==> src/design/pid_pkg.sv <==
package pid_pkg;

    // Fixed field widths of the controller.
    localparam int GAIN_W   = 16;
    localparam int PERIOD_W = 20;
    localparam int DRIVE_W  = 32;
    localparam int FRAC_W   = 8;

    // The shared multiplier takes a 21-bit signed operand (a gain, or the
    // period with a zero sign bit) and one 32-bit digit of the other operand.
    localparam int OPA_W = 21;
    localparam int DIG_W = 32;

    // Reset values of the period register and of the previous error (1.0).
    localparam int PERIOD_INIT   = 1000;
    localparam int LAST_ERR_INIT = 256;

    // Configuration register indexes.
    localparam int CFG_AW = 3;
    localparam logic [CFG_AW-1:0] REG_KP     = 3'd0;
    localparam logic [CFG_AW-1:0] REG_KI     = 3'd1;
    localparam logic [CFG_AW-1:0] REG_KD     = 3'd2;
    localparam logic [CFG_AW-1:0] REG_SP     = 3'd3;
    localparam logic [CFG_AW-1:0] REG_PERIOD = 3'd4;

    // Product that the shared unit is working on.
    typedef enum logic [1:0] {
        OP_INC,
        OP_P,
        OP_I,
        OP_D
    } t_op;

    // Sequencer states.
    typedef enum logic [2:0] {
        S_IDLE,
        S_LOAD,
        S_MUL,
        S_INTEG,
        S_COMMIT,
        S_ROUND
    } t_state;

    // Strobes for the multiply-accumulate unit.
    typedef struct packed {
        logic load;
        logic step;
        logic clear;
        logic commit;
    } t_mac_ctrl;

    // Everything the sequencer tells the datapath.
    typedef struct packed {
        t_mac_ctrl mac;
        t_op       op;
        logic      in_ready;
        logic      integ;
        logic      finish;
    } t_ctrl;

    // Order in which the three output products are formed.
    function automatic t_op next_op(input t_op op);
        t_op nxt;
        case (op)
            OP_INC:  nxt = OP_P;
            OP_P:    nxt = OP_I;
            OP_I:    nxt = OP_D;
            default: nxt = OP_D;
        endcase
        return nxt;
    endfunction

endpackage

==> src/design/pid_mac.sv <==
module pid_mac
    import pid_pkg::*;
#(
    parameter int ND = 2
) (
    input  logic                            i_clk,
    input  t_mac_ctrl                       i_ctrl,
    input  logic signed [OPA_W-1:0]         i_opa,
    input  logic signed [ND*DIG_W-1:0]      i_opb,
    output logic signed [OPA_W+ND*DIG_W:0]  o_prod,
    output logic signed [OPA_W+ND*DIG_W+2:0] o_sum
);

    localparam int BWP  = ND * DIG_W;
    localparam int PPW  = OPA_W + DIG_W + 1;
    localparam int PW   = OPA_W + BWP + 1;
    localparam int SUMW = PW + 2;

    logic signed [OPA_W-1:0] r_opa;
    logic        [BWP-1:0]   r_opb;
    logic                    r_first;
    logic signed [PW-1:0]    r_prod;
    logic signed [SUMW-1:0]  r_sum;

    logic        [DIG_W-1:0] w_digit;
    logic signed [DIG_W:0]   w_digit_ext;
    logic signed [PPW-1:0]   w_pp;
    logic signed [PW-1:0]    w_pp_ext;

    // The top digit carries the sign; lower digits are unsigned.
    assign w_digit     = r_opb[BWP-1 -: DIG_W];
    assign w_digit_ext = r_first ? $signed({w_digit[DIG_W-1], w_digit})
                                 : $signed({1'b0, w_digit});
    assign w_pp        = r_opa * w_digit_ext;
    assign w_pp_ext    = PW'(w_pp);

    // Operand registers: the second operand shifts out one digit per step,
    // most significant digit first.
    always_ff @(posedge i_clk) begin
        if (i_ctrl.load) begin
            r_opa   <= i_opa;
            r_opb   <= i_opb;
            r_first <= 1'b1;
        end else if (i_ctrl.step) begin
            r_opb   <= r_opb << DIG_W;
            r_first <= 1'b0;
        end
    end

    // Horner accumulation of the current product.
    always_ff @(posedge i_clk) begin
        if (i_ctrl.step) begin
            r_prod <= (r_first ? PW'(0) : (r_prod <<< DIG_W)) + w_pp_ext;
        end
    end

    // Running sum of the output products.
    always_ff @(posedge i_clk) begin
        if (i_ctrl.clear) begin
            r_sum <= '0;
        end else if (i_ctrl.commit) begin
            r_sum <= r_sum + SUMW'(r_prod);
        end
    end

    assign o_prod = r_prod;
    assign o_sum  = r_sum;

endmodule

==> src/design/pid_seq.sv <==
module pid_seq
    import pid_pkg::*;
#(
    parameter int ND = 2
) (
    input  logic  i_clk,
    input  logic  i_rst_n,
    input  logic  i_start,
    input  logic  i_out_free,
    output t_ctrl o_ctrl
);

    localparam int CNT_W = (ND > 1) ? $clog2(ND) : 1;

    t_state            r_state, n_state;
    t_op               r_op, n_op;
    logic [CNT_W-1:0]  r_cnt, n_cnt;

    always_ff @(posedge i_clk) begin
        if (!i_rst_n) begin
            r_state <= S_IDLE;
            r_op    <= OP_INC;
            r_cnt   <= '0;
        end else begin
            r_state <= n_state;
            r_op    <= n_op;
            r_cnt   <= n_cnt;
        end
    end

    // Next state: increment product, integral update, then the three gains.
    always_comb begin
        n_state = r_state;
        n_op    = r_op;
        n_cnt   = r_cnt;
        case (r_state)
            S_IDLE: begin
                if (i_start) begin
                    n_state = S_LOAD;
                    n_op    = OP_INC;
                end
            end
            S_LOAD: begin
                n_state = S_MUL;
                n_cnt   = CNT_W'(ND - 1);
            end
            S_MUL: begin
                if (r_cnt == '0) begin
                    n_state = (r_op == OP_INC) ? S_INTEG : S_COMMIT;
                end else begin
                    n_cnt = r_cnt - 1'b1;
                end
            end
            S_INTEG: begin
                n_state = S_LOAD;
                n_op    = next_op(r_op);
            end
            S_COMMIT: begin
                if (r_op == OP_D) begin
                    n_state = S_ROUND;
                end else begin
                    n_state = S_LOAD;
                    n_op    = next_op(r_op);
                end
            end
            S_ROUND: begin
                if (i_out_free) begin
                    n_state = S_IDLE;
                end
            end
            default: begin
                n_state = S_IDLE;
            end
        endcase
    end

    // Control strobes decoded from the state.
    always_comb begin
        o_ctrl            = '0;
        o_ctrl.op         = r_op;
        case (r_state)
            S_IDLE:   o_ctrl.in_ready   = 1'b1;
            S_LOAD:   o_ctrl.mac.load   = 1'b1;
            S_MUL:    o_ctrl.mac.step   = 1'b1;
            S_INTEG: begin
                o_ctrl.integ     = 1'b1;
                o_ctrl.mac.clear = 1'b1;
            end
            S_COMMIT: o_ctrl.mac.commit = 1'b1;
            S_ROUND:  o_ctrl.finish     = i_out_free;
            default:  o_ctrl.in_ready   = 1'b0;
        endcase
    end

endmodule

==> src/design/pid_controller_step.sv <==
// Discrete PID controller. Each sample on the slave stream gives one result
// on the master stream: error = setpoint - measured; the integral adds
// error * sample_period and saturates at ACCUM_WIDTH bits; the derivative is
// error minus the previous error; drive = (Kp*e + Ki*integral + Kd*d) >> 8,
// rounded toward minus infinity and clipped to 32 bits. All values are
// signed Q8.8. The four products share one 21 x 33 bit multiplier that takes
// 32 bits of its wide operand per cycle, split into ND = ceil(max(ACCUM_WIDTH,
// SAMPLE_WIDTH+2)/32) digits. The next sample is taken once the result is in
// the output register. One sample is worked on at a time; a sample can be
// taken while the previous result still waits in the output register. The
// user must write registers through the cfg port only while no sample is in
// work; the block itself does not enforce it.
module pid_controller_step
    import pid_pkg::*;
#(
    parameter int SAMPLE_WIDTH = 16,
    parameter int ACCUM_WIDTH  = 48
) (
    input  logic                          i_clk,
    input  logic                          i_rst_n,
    // Configuration write port.
    input  logic                          i_cfg_we,
    input  logic [CFG_AW-1:0]             i_cfg_addr,
    input  logic [((SAMPLE_WIDTH > PERIOD_W) ? SAMPLE_WIDTH : PERIOD_W)-1:0] i_cfg_wdata,
    // Sample stream.
    input  logic                          s_axis_tvalid,
    output logic                          s_axis_tready,
    input  logic [((SAMPLE_WIDTH+7)/8)*8-1:0] s_axis_tdata, // measured
    // Result stream.
    output logic                          m_axis_tvalid,
    input  logic                          m_axis_tready,
    output logic [DRIVE_W-1:0]            m_axis_tdata,  // drive
    output logic [0:0]                    m_axis_tuser   // saturated
);

    localparam int ERR_W = SAMPLE_WIDTH + 1;
    localparam int LEW   = (ERR_W > 10) ? ERR_W : 10;
    localparam int DW    = LEW + 1;
    localparam int BW    = (ACCUM_WIDTH > DW) ? ACCUM_WIDTH : DW;
    localparam int ND    = (BW + DIG_W - 1) / DIG_W;
    localparam int BWP   = ND * DIG_W;
    localparam int PW    = OPA_W + BWP + 1;
    localparam int SUMW  = PW + 2;
    localparam int IW    = PW + 1;

    localparam logic signed [IW-1:0] ACC_MAX =
        {{(IW-ACCUM_WIDTH+1){1'b0}}, {(ACCUM_WIDTH-1){1'b1}}};
    localparam logic signed [IW-1:0] ACC_MIN = ~ACC_MAX;
    localparam logic signed [SUMW-1:0] DRV_MAX =
        {{(SUMW-DRIVE_W+1){1'b0}}, {(DRIVE_W-1){1'b1}}};
    localparam logic signed [SUMW-1:0] DRV_MIN = ~DRV_MAX;

    t_ctrl w_ctrl;

    // Configuration registers.
    logic signed [GAIN_W-1:0]       r_kp, r_ki, r_kd;
    logic signed [SAMPLE_WIDTH-1:0] r_setpoint;
    logic        [PERIOD_W-1:0]     r_period;

    // Per-sample and kept state.
    logic signed [ERR_W-1:0]        r_err;
    logic signed [DW-1:0]           r_deriv;
    logic signed [LEW-1:0]          r_last_err;
    logic signed [ACCUM_WIDTH-1:0]  r_err_sum;
    logic                           r_int_sat;

    // Output register.
    logic                           r_out_valid;
    logic signed [DRIVE_W-1:0]      r_drive;
    logic                           r_sat;

    logic                           w_in_xfer;
    logic                           w_out_free;
    logic signed [ERR_W-1:0]        w_err;
    logic signed [OPA_W-1:0]        w_opa;
    logic signed [BWP-1:0]          w_opb;
    logic signed [PW-1:0]           w_prod;
    logic signed [SUMW-1:0]         w_sum;
    logic signed [IW-1:0]           w_int_new;
    logic signed [SUMW-1:0]         w_shifted;

    assign w_in_xfer  = s_axis_tvalid && s_axis_tready;
    assign w_out_free = !r_out_valid || m_axis_tready;
    assign s_axis_tready = w_ctrl.in_ready;

    pid_seq #(
        .ND(ND)
    ) u_seq (
        .i_clk      (i_clk),
        .i_rst_n    (i_rst_n),
        .i_start    (w_in_xfer),
        .i_out_free (w_out_free),
        .o_ctrl     (w_ctrl)
    );

    // Operand selection for the shared multiplier.
    always_comb begin
        case (w_ctrl.op)
            OP_INC: begin
                w_opa = $signed({1'b0, r_period});
                w_opb = BWP'(r_err);
            end
            OP_P: begin
                w_opa = OPA_W'(r_kp);
                w_opb = BWP'(r_err);
            end
            OP_I: begin
                w_opa = OPA_W'(r_ki);
                w_opb = BWP'(r_err_sum);
            end
            default: begin
                w_opa = OPA_W'(r_kd);
                w_opb = BWP'(r_deriv);
            end
        endcase
    end

    pid_mac #(
        .ND(ND)
    ) u_mac (
        .i_clk  (i_clk),
        .i_ctrl (w_ctrl.mac),
        .i_opa  (w_opa),
        .i_opb  (w_opb),
        .o_prod (w_prod),
        .o_sum  (w_sum)
    );

    // Configuration writes; unknown indexes are dropped.
    always_ff @(posedge i_clk) begin
        if (!i_rst_n) begin
            r_kp       <= '0;
            r_ki       <= '0;
            r_kd       <= '0;
            r_setpoint <= '0;
            r_period   <= PERIOD_W'(PERIOD_INIT);
        end else if (i_cfg_we) begin
            case (i_cfg_addr)
                REG_KP:     r_kp       <= i_cfg_wdata[GAIN_W-1:0];
                REG_KI:     r_ki       <= i_cfg_wdata[GAIN_W-1:0];
                REG_KD:     r_kd       <= i_cfg_wdata[GAIN_W-1:0];
                REG_SP:     r_setpoint <= i_cfg_wdata[SAMPLE_WIDTH-1:0];
                REG_PERIOD: r_period   <= i_cfg_wdata[PERIOD_W-1:0];
                default:    r_period   <= r_period;
            endcase
        end
    end

    // Error and derivative are formed when the sample transfer completes.
    assign w_err = ERR_W'(r_setpoint) - ERR_W'($signed(s_axis_tdata[SAMPLE_WIDTH-1:0]));

    always_ff @(posedge i_clk) begin
        if (!i_rst_n) begin
            r_last_err <= LEW'(LAST_ERR_INIT);
        end else if (w_in_xfer) begin
            r_last_err <= LEW'(w_err);
        end
    end

    always_ff @(posedge i_clk) begin
        if (w_in_xfer) begin
            r_err   <= w_err;
            r_deriv <= DW'(w_err) - DW'(r_last_err);
        end
    end

    // Saturating integral update from the increment product.
    assign w_int_new = IW'(r_err_sum) + IW'(w_prod);

    always_ff @(posedge i_clk) begin
        if (!i_rst_n) begin
            r_err_sum <= '0;
            r_int_sat <= 1'b0;
        end else if (w_ctrl.integ) begin
            if (w_int_new > ACC_MAX) begin
                r_err_sum <= ACCUM_WIDTH'(ACC_MAX);
                r_int_sat <= 1'b1;
            end else if (w_int_new < ACC_MIN) begin
                r_err_sum <= ACCUM_WIDTH'(ACC_MIN);
                r_int_sat <= 1'b1;
            end else begin
                r_err_sum <= ACCUM_WIDTH'(w_int_new);
                r_int_sat <= 1'b0;
            end
        end
    end

    // Back to Q8.8 by a floor shift, then clip to 32 bits.
    assign w_shifted = w_sum >>> FRAC_W;

    always_ff @(posedge i_clk) begin
        if (w_ctrl.finish) begin
            if (w_shifted > DRV_MAX) begin
                r_drive <= DRIVE_W'(DRV_MAX);
                r_sat   <= 1'b1;
            end else if (w_shifted < DRV_MIN) begin
                r_drive <= DRIVE_W'(DRV_MIN);
                r_sat   <= 1'b1;
            end else begin
                r_drive <= DRIVE_W'(w_shifted);
                r_sat   <= r_int_sat;
            end
        end
    end

    always_ff @(posedge i_clk) begin
        if (!i_rst_n) begin
            r_out_valid <= 1'b0;
        end else if (w_ctrl.finish) begin
            r_out_valid <= 1'b1;
        end else if (m_axis_tready) begin
            r_out_valid <= 1'b0;
        end
    end

    assign m_axis_tvalid   = r_out_valid;
    assign m_axis_tdata    = r_drive;
    assign m_axis_tuser[0] = r_sat;

endmodule

==> config.mk <==
export PLATFORM = sky130hd
export DESIGN_NAME = pid_controller_step
export DESIGN_NICKNAME = d
export VERILOG_FILES = /design/src/design/pid_pkg.sv /design/src/design/pid_mac.sv /design/src/design/pid_seq.sv /design/src/design/pid_controller_step.sv
export SDC_FILE = /design/constraint.sdc
export NUM_CORES = 2
export LEC_CHECK = 0
export BUFFER_PORTS_ARGS = -buffer_cell sky130_fd_sc_hd__buf_2
export CORE_UTILIZATION = 55
export CTS_BUF_LIST = sky130_fd_sc_hd__clkbuf_2
export CTS_CLUSTER_SIZE = 25
export DETAILED_ROUTE_END_ITERATION = 16
export MAX_ROUTING_LAYER = met4
export PLACE_DENSITY_LB_ADDON = 0.2
export SYNTH_ARGS = -nofsm -noshare
export SYNTH_HDL_FRONTEND = slang
export SYNTH_HIERARCHICAL = 1
export SYNTH_SLANG_ARGS = --single-unit
==> constraint.sdc <==
create_clock -name i_clk -period 9.2 [get_ports i_clk]
set_clock_uncertainty 0.1 [all_clocks]
set_input_delay 0 -clock i_clk [delete_from_list [all_inputs] [get_ports i_clk]]
set_output_delay 0 -clock i_clk [all_outputs]
set_load 0.03 [all_outputs]
# Word level (Yosys, flattened, before mapping)
# Cells that the tools add are included.
# classes
n_eq_ne	16
n_reduce_logical	19
shifts	0
n_mul	1
mux	31
div_mod_pow	0
magnitude_cmp	4
n_addsub	6
n_bitwise	0
# ops
operator	n
$mux 64	2
$pmux 64 s2	1
$mux 48	2
$add 88x86->88	1
$add 48x86->87	1
$gt 87x48->1 const B	1
$lt 87x48->1 const B	1
$add 86x54->86	1
$mux 86	1
$gt 80x32->1 const B	1
$lt 80x32->1 const B	1
$pmux 21 s3	1
$mul 21x33->54	1
$mux 33	1
$mux 32	1
$pmux 3 s6	1
$sub 17x17->18	1
$sub 16x16->17	1
$mux 3	5
$eq 3x2->1 const B	4
$mux 1	11
$reduce_and 2->1	5
$eq 3x3->1 const B	3
$eq 3x1->1 const B	2
18 further kinds	27
# totals
out_inout_bits	35
mem_count	0
latchBits	0
elab_cells	98
mem_bits_ro	0
inputBits	44
mem_bits_rw	0
register_bits	485

# Depth between registers and ports, before layout
# depth
ltp_word	5
ltp_mapped	29
mapped_depth_nobuf	27

# By module
# The synthesis kept the hierarchy.
# by_module_without_submodules
mod	seq_area_each_um2	cells_each	instances	area_per_inst_um2
pid_mac	6916.6	5035	1	46628.5
pid_controller_step	5064.9	2191	1	16778.6
pid_seq	120.1	51	1	402.9

# Worst setup path after synthesis
# OpenSTA, ideal clock, no wires.
# synth_timing
kind	register -> register
start	register u_mac.r_opb[63]
end	register u_mac.r_prod[78] (netlist: u_mac/o_prod[78]), data pin
setup_time_ns	0.257
path_slack_ns	-0.513
arrival_ns	9.356
path_buffers	2
required_ns	8.843
path_stages_with_launch	27
synth_period_minus_slack_ns	9.713
path_cell_list	edfxtp_1 and2_1 clkbuf_1 nand2_1 inv_1 fa_1 inv_1 fa_1 inv_1 fa_1 fa_1 fa_1 fa_1 inv_1 fa_1 inv_1 ha_1 clkbuf_1 nand2_1 or3_1 o21ai_1 a31oi_1 a31o_2 o21ba_1 o31a_1 nor2_1 and4bb_1
# synth_between
elab_chain_cells	3
# synth_rtl
element	line	rtl
start: declaration	pid_mac.sv:20	logic [BWP-1:0] r_opb;
start signal: assignment	pid_mac.sv:42	r_opb <= i_opb;
start signal: assignment	pid_mac.sv:45	r_opb <= r_opb << DIG_W;
$mux 33	pid_mac.sv:32	assign w_digit_ext = r_first ? $signed({w_digit[DIG_W-1], w_digit})
$mul 21x33->54	pid_mac.sv:34	assign w_pp = r_opa * w_digit_ext;
$add 86x54->86	pid_mac.sv:53	r_prod <= (r_first ? PW'(0) : (r_prod <<< DIG_W)) + w_pp_ext;
end signal: assignment	pid_mac.sv:53	
end: declaration	pid_mac.sv:22	logic signed [PW-1:0] r_prod;
# No other way between the ends.
# A chain may end at the register's enable or synchronous reset.

# Worst setup path in the final report
# layout_timing
start	register u_mac.r_opb[44]
end	register u_mac.r_prod[56] (netlist: u_mac/o_prod[56]), data pin
# The elaborated chain is that of the path after synthesis.

==> metrics.txt <==
status complete, but fails checks; failing checks DRC; Core Box Area 115000 um2; Post-synth EDFFs 239; DR pass1 iterations 13; GRT overflow 0; Vias/cell 5.94; largest net degree at the start of global routing 98; DRC Markers 8; slowest stage delay, CP 1.19 ns; Chip Height 343 um; CP endpoint kind register; Ports 79; Async SR Flop Fraction 0%; slew margin rel. 14.9%; critical path arrival 9.79 ns; R2R cell count 20; DRT iter0 DRCs 4952; number of synthesized register bits 485; ANT nets after route 0; Sink Count 485; period utilization 95.4%; Root Buffer clkbuf_2; final setup fails 0; number of global-route vias before repair 54900; DIE AREA 117000 um2; crit path kind reg2reg; RSZ-0062 raised after global routing no; delay-heaviest family, CP adder cells; Mapped Cells 7277; mean area per synthesized cell 8.77 um2; total track usage 37.6%; wire length per cell 23.3 um; fin cells 9010; layout cells sized above 1 6.87%; highest clock rate 0.114 GHz; Routed WL 210000 um; Port Buffers 78; worst skew pair latency 1.47 ns; CP bufs+invs 3; cell area after synthesis 63800 um2; max-cap viol count 0; Final Slew Violations 0; crit-path cells nand2_1, fa_1, inv_1, fa_1, fa_1, fa_1, fa_1, fa_1, inv_1, fa_1, inv_1, ha_1, a21oi_1, o21ai_0, a21oi_1, o221ai_1, a32oi_1, a21boi_0, nor2b_1, xnor2_1; Critical Path Fanout Max 20; total CTS buffers 138; YS warnings 6; Fin Setup TNS 0 ns; critical path's most frequent cell fa_1; sequential share of the synthesized area 19.0%; worst path required time 10.21 ns; initial antenna violation count 15; Placer Congestion 1.07; Slew @ Worst Pin 1.28 ns; fin crit period 8.77 ns; Area Growth Syn to Fin 7.35%; CP max-delay cell edfxtp_1; Die X 343 um; Post-synth top flop dfxtp_1; htree depth 4; Final Hold Fails 0; HPWL Detailed 165000 um; Clock Tree Buf Depth 3; DR vias 53600; syn nets 8613; clock slew at reported path FFs 0.11 ns; area of the multi-input gates 45900 um2; CP startpoint kind register; starting density of the core 55.7%; first-pass GRT wire length 324000 um; hold depth 5; CTS tree done; # nets final 8715; Filler Cell Count 10100; Placed Cells 8582; critical path depth in cells 20; HP Class in2reg; FF+latch area 12100 um2; row cnt 124; number of library cell types mapped by synthesis 101
synthesized netlist by cell type, drive strengths merged (15+ instances only):
library cell     n  share of area [%]
buf             58               0.48
nand2          927                5.5
dfxtp          246                7.7
fa             918                 29
a21boi          25               0.29
a211oi          46               0.60
xnor2          143                2.0
mux2            35               0.62
a21o           156                1.8
nand2b          80               0.78
ha             374                7.3
o21a            38               0.45
clkbuf         311                1.8
a31oi           36               0.35
nor2b           34               0.33
or3             26               0.25
nor2           309                1.8
nor3            70               0.55
nor4            42               0.44
and3            36               0.35
inv           1180                6.9
nand3           66               0.52
mux4            15               0.53
o211ai          36               0.42
o31ai           25               0.37
or2             15               0.15
a21oi          535                4.2
o21bai          52               0.61
edfxtp         239                 11
nand4          132                1.3
o21ai          371                2.9
and2           339                3.3
xor2           105                1.4
mux2i           81                1.3
worst paths after layout:
path              slack [ns]            start                to
setup / recovery        0.43  u_mac/r_opb[44]  u_mac/o_prod[56]
hold / removal          0.13          i_rst_n       r_period[7]
setup reg to reg        0.43  u_mac/r_opb[44]  u_mac/o_prod[56]
hold reg to reg         0.36         r_kp[15]          r_kp[15]
repair_timing:
action                                  CTS  global route
hold endpoints to repair                260             0
setup buffers                             0             0
gates resized for setup                   0             4
hold buffers                            169             0
endpoints found under the setup margin    0             8
tightest hold or removal path: stages:
cell           delay [ns]
dlygate4sd3_1        0.52
buf_2                0.11
dlygate4sd3_1        0.54
buf_4                0.33
nand3_1              0.16
sequential cells by signal (all words and copies together), names as in the netlist:
signal / cells
m_axis_tdata: 32
m_axis_tuser: 1
m_axis_tvalid: 1
r_deriv: 18
r_err: 17
r_err_sum: 48
r_int_sat: 1
r_kd: 16
r_ki: 16
r_kp: 16
r_last_err: 17
r_period: 20
r_setpoint: 16
u_mac/o_prod: 86
u_mac/o_sum: 88
u_mac/r_first: 1
u_mac/r_opa: 21
u_mac/r_opb: 64
u_seq/r_cnt: 1
u_seq/r_op: 2
u_seq/r_state: 3
cell families (layout without fill, tap and decap cells):
logic type	Yosys count	count (layout)	share of synthesized area, %
simple gates	2116	2116	15.8
buf+inv	1551	1761	9.26
compound gates	1454	1454	14.0
fa+ha+maj	1292	1292	36.1
flops	485	485	19.0
xor+xnor	248	248	3.40
mux	131	131	2.42
other cells	0	11	0
placed cells by master, fill, tap and decap left out, types with 52 or more instances in the layout:
cell type and instances:
nor3_1 70, inv_1 1172, dlygate4sd3_1 169, mux2i_1 81, fa_1 915, xor2_1 105
ha_1 374, o21ai_1 78, o21bai_1 52, dfxtp_1 243, nand2_1 926, a21oi_1 533
nand4_1 131, buf_2 78, nor2_1 306, nand3_1 66, a21o_1 156, nand2b_1 80
edfxtp_1 239, and2_1 338, xnor2_1 143, clkbuf_2 196, buf_4 81, o21ai_0 290
per-layer routing:
layer,part of all wire (%),track usage (%),vias to the layer above
li1,-,-,24000
met2,46,58.1,2211
met5,0,-,-
met3,8.9,7.57,483
met4,4.0,14.0,0
met1,41,49.0,26800
layout make-up:
cell class	count	area share (%)
inverters	1182	6.50
multi-input cells	5241	66.9
well taps	1512	2.76
clock buffers	196	1.43
repair buffers	331	4.01
diodes	11	0.0402
clock inverters	52	0.643
flip-flops and latches	485	17.7
metrics by stage:
stage	instance area, um2	hold slack, ns	util, %	setup slack [ns]
6_report	68500	0.135	59.7	0.426
3_3_place_gp	65400	0.147	57.0	0.487
5_1_grt	68500	0.0563	59.7	0.0360
2_1_floorplan	63800	0.0240	-	0.0677
3_5_place_dp	65400	0.150	57.0	0.287
4_1_cts	68500	0.00777	59.7	0.338
Power is left out: the tool's default activity adds up to more than one toggle a clock period on the data nets, which glitch-free logic cannot reach.
